$ cat config.mk
export PLATFORM = sky130hd
export DESIGN_NAME = playfair_digraph_cipher
export DESIGN_NICKNAME = d
export VERILOG_FILES = /design/src/pf_pkg.sv /design/src/pf_front.sv /design/src/pf_queue.sv /design/src/pf_back.sv /design/src/playfair_digraph_cipher.sv
export SDC_FILE = /design/constraint.sdc
export NUM_CORES = 1
export LEC_CHECK = 0
export BUFFER_PORTS_ARGS = -buffer_cell sky130_fd_sc_hd__buf_2
export CAP_MARGIN = 20
export CORE_ASPECT_RATIO = 1.75
export CORE_MARGIN = 2
export CORE_UTILIZATION = 45
export CTS_BUF_LIST = sky130_fd_sc_hd__clkbuf_16
export CTS_CLUSTER_SIZE = 40
export DETAILED_ROUTE_END_ITERATION = 7
export HOLD_SLACK_MARGIN = 0.06
export SLEW_MARGIN = 20
export SYNTH_ARGS = -nofsm -noshare
export SYNTH_HDL_FRONTEND = slang
export SYNTH_SLANG_ARGS = --single-unit
export TNS_END_PERCENT = 50
$ cat constraint.sdc
create_clock -name i_clk -period 4.1 [get_ports i_clk]
set_input_delay 0.82 -clock i_clk [delete_from_list [all_inputs] [get_ports i_clk]]
set_output_delay 0.82 -clock i_clk [all_outputs]
set_load 0.05 [all_outputs]
$ cat src/pf_pkg.sv
package pf_pkg;

    // Key square geometry
    localparam int SQ_DIM   = 5;
    localparam int CHAR_W   = 8;
    localparam int ROW_W    = SQ_DIM * CHAR_W;
    localparam int IDX_W    = 3;

    // Configuration port
    localparam int CFG_IDX_W = 3;
    localparam int CFG_DATA_W = ROW_W;
    localparam logic [CFG_IDX_W-1:0] CFG_ROW_LAST = 3'd4;
    localparam logic [CFG_IDX_W-1:0] CFG_DECRYPT  = 3'd5;

    localparam logic [IDX_W-1:0] IDX_FIRST = 3'd0;
    localparam logic [IDX_W-1:0] IDX_LAST  = 3'd4;

    typedef logic [IDX_W-1:0]                   t_idx;
    typedef logic [CHAR_W-1:0]                  t_char;
    typedef logic [SQ_DIM-1:0][ROW_W-1:0]       t_square;

    // How a pair is transformed
    typedef enum logic [1:0] {
        KIND_MISSING,
        KIND_SAME_ROW,
        KIND_SAME_COL,
        KIND_RECT
    } t_kind;

    // One classified pair, as it travels from the front to the back
    typedef struct packed {
        t_kind kind;
        t_char first;
        t_char second;
        t_idx  row_a;
        t_idx  col_a;
        t_idx  row_b;
        t_idx  col_b;
        logic  last;
    } t_class;

    // Moves a row or column index one place, wrapping around the square.
    function automatic t_idx pf_step(input t_idx x, input logic dec);
        t_idx r;
        if (dec) begin
            r = (x == IDX_FIRST) ? IDX_LAST : x - 3'd1;
        end else begin
            r = (x == IDX_LAST) ? IDX_FIRST : x + 3'd1;
        end
        return r;
    endfunction

    // Reads one letter of the square.
    function automatic t_char pf_cell(input t_square sq, input t_idx r, input t_idx c);
        return sq[r][c*CHAR_W +: CHAR_W];
    endfunction

endpackage

$ cat src/pf_front.sv
module pf_front
    import pf_pkg::*;
(
    input  t_square i_square,
    input  t_char   i_first,
    input  t_char   i_second,
    input  logic    i_last,
    output t_class  o_class
);

    // Finds the last row-major occurrence of a letter in the square.
    function automatic logic [2*IDX_W:0] locate(input t_square sq, input t_char ch);
        logic found;
        t_idx row;
        t_idx col;
        found = 1'b0;
        row   = IDX_FIRST;
        col   = IDX_FIRST;
        for (int r = 0; r < SQ_DIM; r++) begin
            for (int c = 0; c < SQ_DIM; c++) begin
                if (pf_cell(sq, t_idx'(r), t_idx'(c)) == ch) begin
                    found = 1'b1;
                    row   = t_idx'(r);
                    col   = t_idx'(c);
                end
            end
        end
        return {found, row, col};
    endfunction

    logic found_a;
    logic found_b;
    t_idx row_a;
    t_idx col_a;
    t_idx row_b;
    t_idx col_b;

    assign {found_a, row_a, col_a} = locate(i_square, i_first);
    assign {found_b, row_b, col_b} = locate(i_square, i_second);

    // Classify the pair by the Playfair rule that applies.
    always_comb begin
        o_class.first  = i_first;
        o_class.second = i_second;
        o_class.row_a  = row_a;
        o_class.col_a  = col_a;
        o_class.row_b  = row_b;
        o_class.col_b  = col_b;
        o_class.last   = i_last;
        priority if (!found_a || !found_b) begin
            o_class.kind = KIND_MISSING;
        end else if (row_a == row_b) begin
            o_class.kind = KIND_SAME_ROW;
        end else if (col_a == col_b) begin
            o_class.kind = KIND_SAME_COL;
        end else begin
            o_class.kind = KIND_RECT;
        end
    end

endmodule

$ cat src/pf_queue.sv
module pf_queue
    import pf_pkg::*;
(
    input  logic   i_clk,
    input  logic   i_rst_n,
    input  logic   i_push,
    input  t_class i_data,
    input  logic   i_pop,
    output logic   o_full,
    output logic   o_valid,
    output t_class o_data
);

    t_class     r_mem [2];
    logic       r_wptr;
    logic       r_rptr;
    logic [1:0] r_count;
    logic [1:0] n_count;

    assign o_full  = (r_count == 2'd2);
    assign o_valid = (r_count != 2'd0);
    assign o_data  = r_mem[r_rptr];

    always_comb begin
        n_count = r_count + {1'b0, i_push} - {1'b0, i_pop};
    end

    // Pointers and fill count
    always_ff @(posedge i_clk) begin
        if (!i_rst_n) begin
            r_wptr  <= 1'b0;
            r_rptr  <= 1'b0;
            r_count <= 2'd0;
        end else begin
            r_count <= n_count;
            if (i_push) begin
                r_wptr <= ~r_wptr;
            end
            if (i_pop) begin
                r_rptr <= ~r_rptr;
            end
        end
    end

    // Entry storage
    always_ff @(posedge i_clk) begin
        if (i_push) begin
            r_mem[r_wptr] <= i_data;
        end
    end

endmodule

$ cat src/pf_back.sv
module pf_back
    import pf_pkg::*;
(
    input  logic    i_clk,
    input  logic    i_rst_n,
    input  t_square i_square,
    input  logic    i_decrypt,
    input  logic    i_q_valid,
    input  t_class  i_q_data,
    output logic    o_pop,
    input  logic    i_stall,
    output logic    o_valid,
    output t_char   o_first,
    output t_char   o_second,
    output logic    o_missing,
    output logic    o_last
);

    logic  r_valid;
    t_char r_first;
    t_char r_second;
    logic  r_missing;
    logic  r_last;
    t_char n_first;
    t_char n_second;

    assign o_pop = i_q_valid && (!r_valid || !i_stall);

    // Transform the pair by its class.
    always_comb begin
        unique case (i_q_data.kind)
            KIND_MISSING: begin
                n_first  = i_q_data.first;
                n_second = i_q_data.second;
            end
            KIND_SAME_ROW: begin
                n_first  = pf_cell(i_square, i_q_data.row_a,
                                   pf_step(i_q_data.col_a, i_decrypt));
                n_second = pf_cell(i_square, i_q_data.row_b,
                                   pf_step(i_q_data.col_b, i_decrypt));
            end
            KIND_SAME_COL: begin
                n_first  = pf_cell(i_square, pf_step(i_q_data.row_a, i_decrypt),
                                   i_q_data.col_a);
                n_second = pf_cell(i_square, pf_step(i_q_data.row_b, i_decrypt),
                                   i_q_data.col_b);
            end
            default: begin
                n_first  = pf_cell(i_square, i_q_data.row_a, i_q_data.col_b);
                n_second = pf_cell(i_square, i_q_data.row_b, i_q_data.col_a);
            end
        endcase
    end

    // Output register: holds a beat until the receiver takes it.
    always_ff @(posedge i_clk) begin
        if (!i_rst_n) begin
            r_valid <= 1'b0;
        end else if (o_pop) begin
            r_valid <= 1'b1;
        end else if (!i_stall) begin
            r_valid <= 1'b0;
        end
    end

    always_ff @(posedge i_clk) begin
        if (o_pop) begin
            r_first   <= n_first;
            r_second  <= n_second;
            r_missing <= (i_q_data.kind == KIND_MISSING);
            r_last    <= i_q_data.last;
        end
    end

    assign o_valid   = r_valid;
    assign o_first   = r_first;
    assign o_second  = r_second;
    assign o_missing = r_missing;
    assign o_last    = r_last;

endmodule

$ cat src/playfair_digraph_cipher.sv
// Playfair digraph transform, one letter pair per beat.
//
// Input channel: i_in_valid / o_in_stall carry a pair of raw bytes and a
// last-pair flag. Output channel: o_out_valid / i_out_stall carry the
// transformed pair, a flag for a letter absent from the square (letters then
// pass through unchanged) and a copy of the last-pair flag.
// The key square rows and the decrypt mode are written through the plain
// write port (index 0 to 4 for rows, 5 for mode). The user must write them
// only while the block is idle; the block itself does not enforce this.
// A pair is located in the square and classified in the cycle it is taken,
// then waits in a two-entry queue; the back end picks the output letters and
// loads the output register. An accepted input beat reaches o_out_valid via
// the queue and the output register. Throughput is one pair per cycle while
// the receiver does not stall. On a stall the output register holds its beat,
// the queue fills, and o_in_stall rises once both queue entries are taken.
// Synchronous reset empties the queue and the output register and clears
// the square and the mode to zero.
module playfair_digraph_cipher
    import pf_pkg::*;
(
    input  logic                  i_clk,
    input  logic                  i_rst_n,
    input  logic                  i_cfg_we,
    input  logic [CFG_IDX_W-1:0]  i_cfg_index,
    input  logic [CFG_DATA_W-1:0] i_cfg_data,
    input  logic                  i_in_valid,
    output logic                  o_in_stall,
    input  logic [7:0]            i_first_letter,
    input  logic [7:0]            i_second_letter,
    input  logic                  i_last_pair,
    output logic                  o_out_valid,
    input  logic                  i_out_stall,
    output logic [7:0]            o_out_first,
    output logic [7:0]            o_out_second,
    output logic                  o_letter_missing,
    output logic                  o_last_out
);

    t_square r_square;
    logic    r_decrypt;
    t_class  front_class;
    t_class  q_data;
    logic    q_full;
    logic    q_valid;
    logic    q_pop;
    logic    in_accept;

    // Configuration registers
    always_ff @(posedge i_clk) begin
        if (!i_rst_n) begin
            r_square  <= '0;
            r_decrypt <= 1'b0;
        end else if (i_cfg_we) begin
            if (i_cfg_index <= CFG_ROW_LAST) begin
                r_square[i_cfg_index] <= i_cfg_data;
            end else if (i_cfg_index == CFG_DECRYPT) begin
                r_decrypt <= i_cfg_data[0];
            end
        end
    end

    assign o_in_stall = q_full;
    assign in_accept  = i_in_valid && !q_full;

    pf_front u_front (
        .i_square (r_square),
        .i_first  (i_first_letter),
        .i_second (i_second_letter),
        .i_last   (i_last_pair),
        .o_class  (front_class)
    );

    pf_queue u_queue (
        .i_clk   (i_clk),
        .i_rst_n (i_rst_n),
        .i_push  (in_accept),
        .i_data  (front_class),
        .i_pop   (q_pop),
        .o_full  (q_full),
        .o_valid (q_valid),
        .o_data  (q_data)
    );

    pf_back u_back (
        .i_clk     (i_clk),
        .i_rst_n   (i_rst_n),
        .i_square  (r_square),
        .i_decrypt (r_decrypt),
        .i_q_valid (q_valid),
        .i_q_data  (q_data),
        .o_pop     (q_pop),
        .i_stall   (i_out_stall),
        .o_valid   (o_out_valid),
        .o_first   (o_out_first),
        .o_second  (o_out_second),
        .o_missing (o_letter_missing),
        .o_last    (o_last_out)
    );

    // A full queue always has an entry to offer the back end.
    a_full_has_entry: assert property (@(posedge i_clk) disable iff (!i_rst_n)
        q_full |-> q_valid)
        else $error("queue full but empty");

    // An input beat into an idle block shows up after the queue and output register.
    a_latency: assert property (@(posedge i_clk) disable iff (!i_rst_n)
        (in_accept && !q_valid && !o_out_valid) |-> ##2 o_out_valid)
        else $error("result missing after idle accept");

    // The back end only pops entries that exist.
    a_pop_valid: assert property (@(posedge i_clk) disable iff (!i_rst_n)
        q_pop |-> q_valid)
        else $error("pop from empty queue");

    // Nothing is offered right after reset.
    a_reset_empty: assert property (@(posedge i_clk)
        $past(!i_rst_n) |-> !o_out_valid)
        else $error("output valid after reset");

endmodule

Word level (Yosys, flattened, before mapping)
Memory sizes are Yosys's and may differ from the RTL's. A register that Yosys moved wholly into a read port is not among the register bits.
Index checks and enable logic that the tools add are counted.
{"block": "op_classes", "bitwise": 3, "add_sub_neg": 10, "n_mux": 176, "shifts": 6, "n_lt_le_gt_ge": 7, "n_eq_ne": 61, "reduce_logical": 18}
{"cell": "40-bit binary-select mux with 3-bit select", "n": 4}
{"cell": "8-bit == test", "n": 50}
{"cell": "40-bit by 7-bit indexed part select with 8-bit output", "n": 6}
{"cell": "3-bit 2-to-1 mux", "n": 70}
{"cell": "200-bit bitwise mux", "n": 1}
{"cell": "40-bit 2-to-1 mux", "n": 5}
{"cell": "40-bit demux with 3-bit select", "n": 1}
{"cell": "1-bit 2-to-1 mux", "n": 69}
{"cell": "2-bit 2-to-1 mux", "n": 24}
{"cell": "8-bit one-hot mux with 3 select lines", "n": 2}
{"cell": "3-bit by 4-bit less-than comparator with 1-bit output, second input constant", "n": 5}
{"cell": "3-bit == test, second input constant", "n": 5}
{"cell": "3-bit by 1-bit adder with 3-bit output, second input constant", "n": 4}
{"cell": "3-bit zero test", "n": 4}
{"cell": "3-bit by 1-bit subtractor with 3-bit output, second input constant", "n": 4}
{"cell": "3-bit == test", "n": 2}
{"cell": "1-bit zero test", "n": 5}
{"cell": "2-bit == test, second input constant", "n": 2}
{"cell": "3-bit by 1-bit greater-or-equal comparator with 1-bit output, second input constant", "n": 1}
{"cell": "3-bit <= comparator, second input constant", "n": 1}
{"cell": "1-bit logical AND", "n": 3}
{"cell": "1-bit inverter", "n": 3}
{"cell": "3-bit AND reduction", "n": 1}
{"cell": "2-bit by 1-bit adder with 2-bit output", "n": 1}
{"cell": "7 further kinds", "n": 8}
{"block": "totals", "mem_bits_rw": 62, "memories": 1, "reg_bits": 224, "output_inout_bits": 20, "wordCells": 296}
{"memory": "u_queue.r_mem", "words": 2, "width": 31, "read_ports": 1, "rd_clocked_by_memory_dff": 1, "wr": 1, "line_no": "pf_queue.sv:14", "source": "t_class r_mem [2];"}

Depth between registers and ports, before layout
{"block": "depth", "ltp_word": 29, "ltp_mapped": 18}

Hierarchy
A second synthesis with hierarchy kept.
{"block": "unflattened", "hier_cells": 2632, "area_unflattened_um2": 23744.0}
{"mod": "pf_back", "n_inst": 1, "seq_area_each_um2": 560.5, "area_each_um2": 8463.1, "cells_per_inst": 1085}
{"mod": "playfair_digraph_cipher", "n_inst": 1, "seq_area_each_um2": 4023.9, "area_each_um2": 7292.0, "cells_per_inst": 701}
{"mod": "pf_front", "n_inst": 1, "seq_area_each_um2": 0.0, "area_each_um2": 5516.5, "cells_per_inst": 729}
{"mod": "pf_queue", "n_inst": 1, "seq_area_each_um2": 1961.9, "area_each_um2": 2472.4, "cells_per_inst": 117}

Least setup slack after synthesis
Ideal clock, no wire load.
{"block": "synth_path", "path_kind": "register to register", "startpoint": "register (tool-made name)", "endpoint": "register u_back.r_second[2], in the netlist u_back.o_second[2], data pin", "setup_time_ns": 0.259, "path_slack_ns": 0.387, "required_ns": 3.841, "t_arrival_ns": 3.455, "stages_incl_launch_ff": 16, "n_path_buf": 6, "period_less_slack_ns": 3.713, "cell_sequence": "dfxtp_1 buf_6 buf_6 mux2i_4 clkbuf_1 buf_1 ha_1 nor2b_1 o21ai_4 buf_6 buf_2 mux4_2 a221oi_1 nor2_1 nor2_1 o21ai_1"}
{"element": "end signal, assigned", "line_no": "pf_back.sv:69", "source": "r_second <= n_second;"}
{"element": "end, declared", "line_no": "pf_back.sv:21", "source": "t_char r_second;"}

==> flow_summary.json <==
{
  "tritoncts_buffer_count": 28,
  "timing.critical_path.arrival_ps": 4400,
  "critPathKind": "register to register",
  "ys_ff_latch": 287,
  "drc": 0,
  "post_drt_via_cell_ratio": 6.619,
  "timing.final.hold_violations": 0,
  "crit_path_cell_trace": "mux2i_4, buf_4, inv_2, ha_1, o211ai_1, o21ai_2, mux4_2, a221o_1, a21oi_1, buf_4, o21ai_1",
  "detailed_route_wire_length_per_cell_microns": 33.78,
  "grt_setup_unrepaired": "no",
  "largest_cells_by_area_after_synthesis": "dfxtp_1, mux4_2, nand2_1",
  "power-per-cell-area_nw_per_um2": 472.0,
  "die-height_microns": 310.3,
  "pnr_total_power_uw": 12370,
  "p_leak_uw": 0.009151,
  "post_synth_num_cell_types": 79,
  "period_needed_ps": 4066,
  "grt.total_usage": 0.4164,
  "global_route_wire_length_before_repair_microns": 162600,
  "mappedNetlistArea_sq_um": 24130,
  "cts-root-to-sink-buffers": 3,
  "synth.top_cells.by_count": "nand2_1, xnor2_1, dfxtp_1",
  "path_max_fanout": 20,
  "placeableCoreArea_sq_um": 53110,
  "postCtsResizedCells": 0,
  "tightest_slew_ps": 1201,
  "die-width_microns": 179.1,
  "worst_skew_pair.late_latency_ps": 610,
  "report.final.setup_viol": 0,
  "cp_data_required_time_ps": 4440,
  "run_status": "finished, final reports clean",
  "worst_vdd_rail_ir_drop_v": 0.0003293,
  "cts_setup_buffers": 0,
  "synth_top_area_frac": 0.1717,
  "hpwlAfterDp_microns": 86490,
  "timing.critical_path.to_type": "register",
  "io_buffer_count": 84,
  "cts_num_sinks": 287,
  "detail_route.wirelength_microns": 116200,
  "ys.flop_type": "dfxtp_1",
  "final_min_period_over_clock_period": 0.9918,
  "synth_fp_nets": 2929,
  "worst_clock_skew_ps": 25.89,
  "worstHoldPathType": "input port to register",
  "critical_path.max_stage_delay_ps": 560,
  "timing.critical_path.max_delay_family": "compound AO/OA/AOI/OAI gates",
  "yosysWarningCount": 0,
  "dr_total_vias": 22780,
  "post_layout_nonfiller_instances": 3441,
  "drtIter0Drc": 2895,
  "syn-instance-count": 2846,
  "setup-tns-final_ps": 0,
  "timing.final.ws_setup_ps": 33.81,
  "final_core_util": 0.4935,
  "worst_setup_start_kind": "register",
  "grt_antenna_before_repair": 2,
  "globalRouteOverflowTotal": 0,
  "path_clk_slew_ps": 70,
  "cts_tree": "done",
  "num-fill-cells": 5093,
  "worst_path_most_repeated_cell": "buf_4",
  "placed_cell_count": 3390,
  "drive_gt1_frac": 0.1752,
  "finalWeightedCongestion": 1.069,
  "drv.max_cap_violation_count": 0,
  "synth-edff-count": 80,
  "die_area_sq_um": 55570,
  "floorplan.io_pins": 85,
  "areaGrowthSynthToFinish_pct": 8.622,
  "place_worst_setup_slack_ps": 58.00,
  "timing.slew.headroom": 0.1965,
  "async_reset_ff_frac": 0,
  "detailedRoute.firstPassIterationCount": 8,
  "largest_net_degree_at_the_start_of_global_routing": 75,
  "initial_core_utilization": 0.4544,
  "finish.net_count": 2820,
  "num_rows": 112,
  "yosys.area.top_type": "dfxtp_1",
  "clock_tree.htree_level_count": 1,
  "post-synth-top-count-cell": "nand2_1",
  "cts_hold_repair.buffers": 0,
  "synth_sequential_area_ratio": 0.2713,
  "via_count_of_the_first_global_routing_pass": 21500,
  "report.final.slew_viol_count": 0,
  "max_freq_mhz": 245.9,
  "timing.critical_path.slowest_stage_cell": "a21oi_1",
  "worst-path-buf-inv": 3,
  "worstHoldStart": "i_last_pair",
  "syn-mean-instance-area_sq_um": 8.479,
  "clk_root_buffer_cell": "clkbuf_16",
  "antenna_cells": 0,
  "antenna_viol_nets_final": 0
}
## where the power goes
group	switching, uW	total [uW]	internal (uW)
clock	1210	2680	1470
sequential	276	3490	3220
combinational	4110	6200	2090
total	5600	12400	6780
## layout by cell type (no fill, tap or decap), types with 29 or more instances in the layout
| cell type | netlist | final |
|---|---|---|
| a21boi_0 | 202 | 202 |
| mux4_2 | 117 | 117 |
| nand4_1 | 53 | 53 |
| xnor2_1 | 216 | 216 |
| a21oi_1 | 78 | 74 |
| mux2i_1 | 91 | 85 |
| edfxtp_1 | 80 | 80 |
| clkbuf_16 | 0 | 29 |
| buf_4 | 44 | 148 |
| a22oi_1 | 79 | 77 |
| nor4_1 | 50 | 48 |
| nor2_1 | 74 | 71 |
| nand3_1 | 52 | 50 |
| a221oi_1 | 29 | 29 |
| dfxtp_1 | 207 | 206 |
| xor2_1 | 196 | 196 |
| nand2_1 | 642 | 642 |
| buf_2 | 77 | 83 |
## sequential cells by signal, summed over array words and instances, names as in the netlist, named ones only
register and count:
u_back.o_second 8, u_queue.r_rptr 1, u_back.o_first 8, u_back.o_valid 1, r_decrypt 1, u_back.o_missing 1, r_square 200, u_queue.r_mem 62
u_queue.r_count 2, u_queue.r_wptr 1, u_back.o_last 1
## cell type report
type / instances / area [sq um] / share of cell area
well taps: 684 / 855.8 / 0.03265
clock inverters: 21 / 196.4 / 0.007494
repair buffers: 255 / 2007 / 0.07656
multi-input cells: 2141 / 15790 / 0.6022
clock buffers: 29 / 725.7 / 0.02769
flip-flops and latches: 287 / 6548 / 0.2498
inverters: 24 / 95.09 / 0.003628
## per-layer routing
metal	vias up	routed length (microns)	GRT usage
li1	9679	-	-
met1	10990	40560	0.4801
met2	1603	52560	0.6623
met3	502	10480	0.07942
met4	0	12630	0.3485
met5	-	0	0
## final timing paths
check                         to  slack (ps)  depth (start not counted)
min reg2reg       u_back.o_valid         510                          2
min          u_queue.r_mem[1][0]         430                          1
max reg2reg    u_back.o_first[2]          30                         11
max            u_back.o_first[2]          30                         11
## logic make-up (layout without fill, tap and decap cells)
group | after synthesis | count (layout) | share of synthesized area
simple gates | 945 | 945 | 0.1699
compound gates | 545 | 545 | 0.1629
xor+xnor | 412 | 412 | 0.1495
fa+ha+maj | 18 | 18 | 0.009333
mux | 221 | 221 | 0.1555
flops | 287 | 287 | 0.2713
buf+inv | 418 | 329 | 0.08151
## metrics by stage
step | hold slack [ps] | instance area [sq um]
2_1_floorplan | 515.4 | 24130
3_3_place_gp | 476.8 | 25250
3_5_place_dp | 504.0 | 25250
4_1_cts | 409.3 | 26170
5_1_grt | 426.8 | 26210
6_report | 432.8 | 26210
Power figures use the tool's default switching activity.
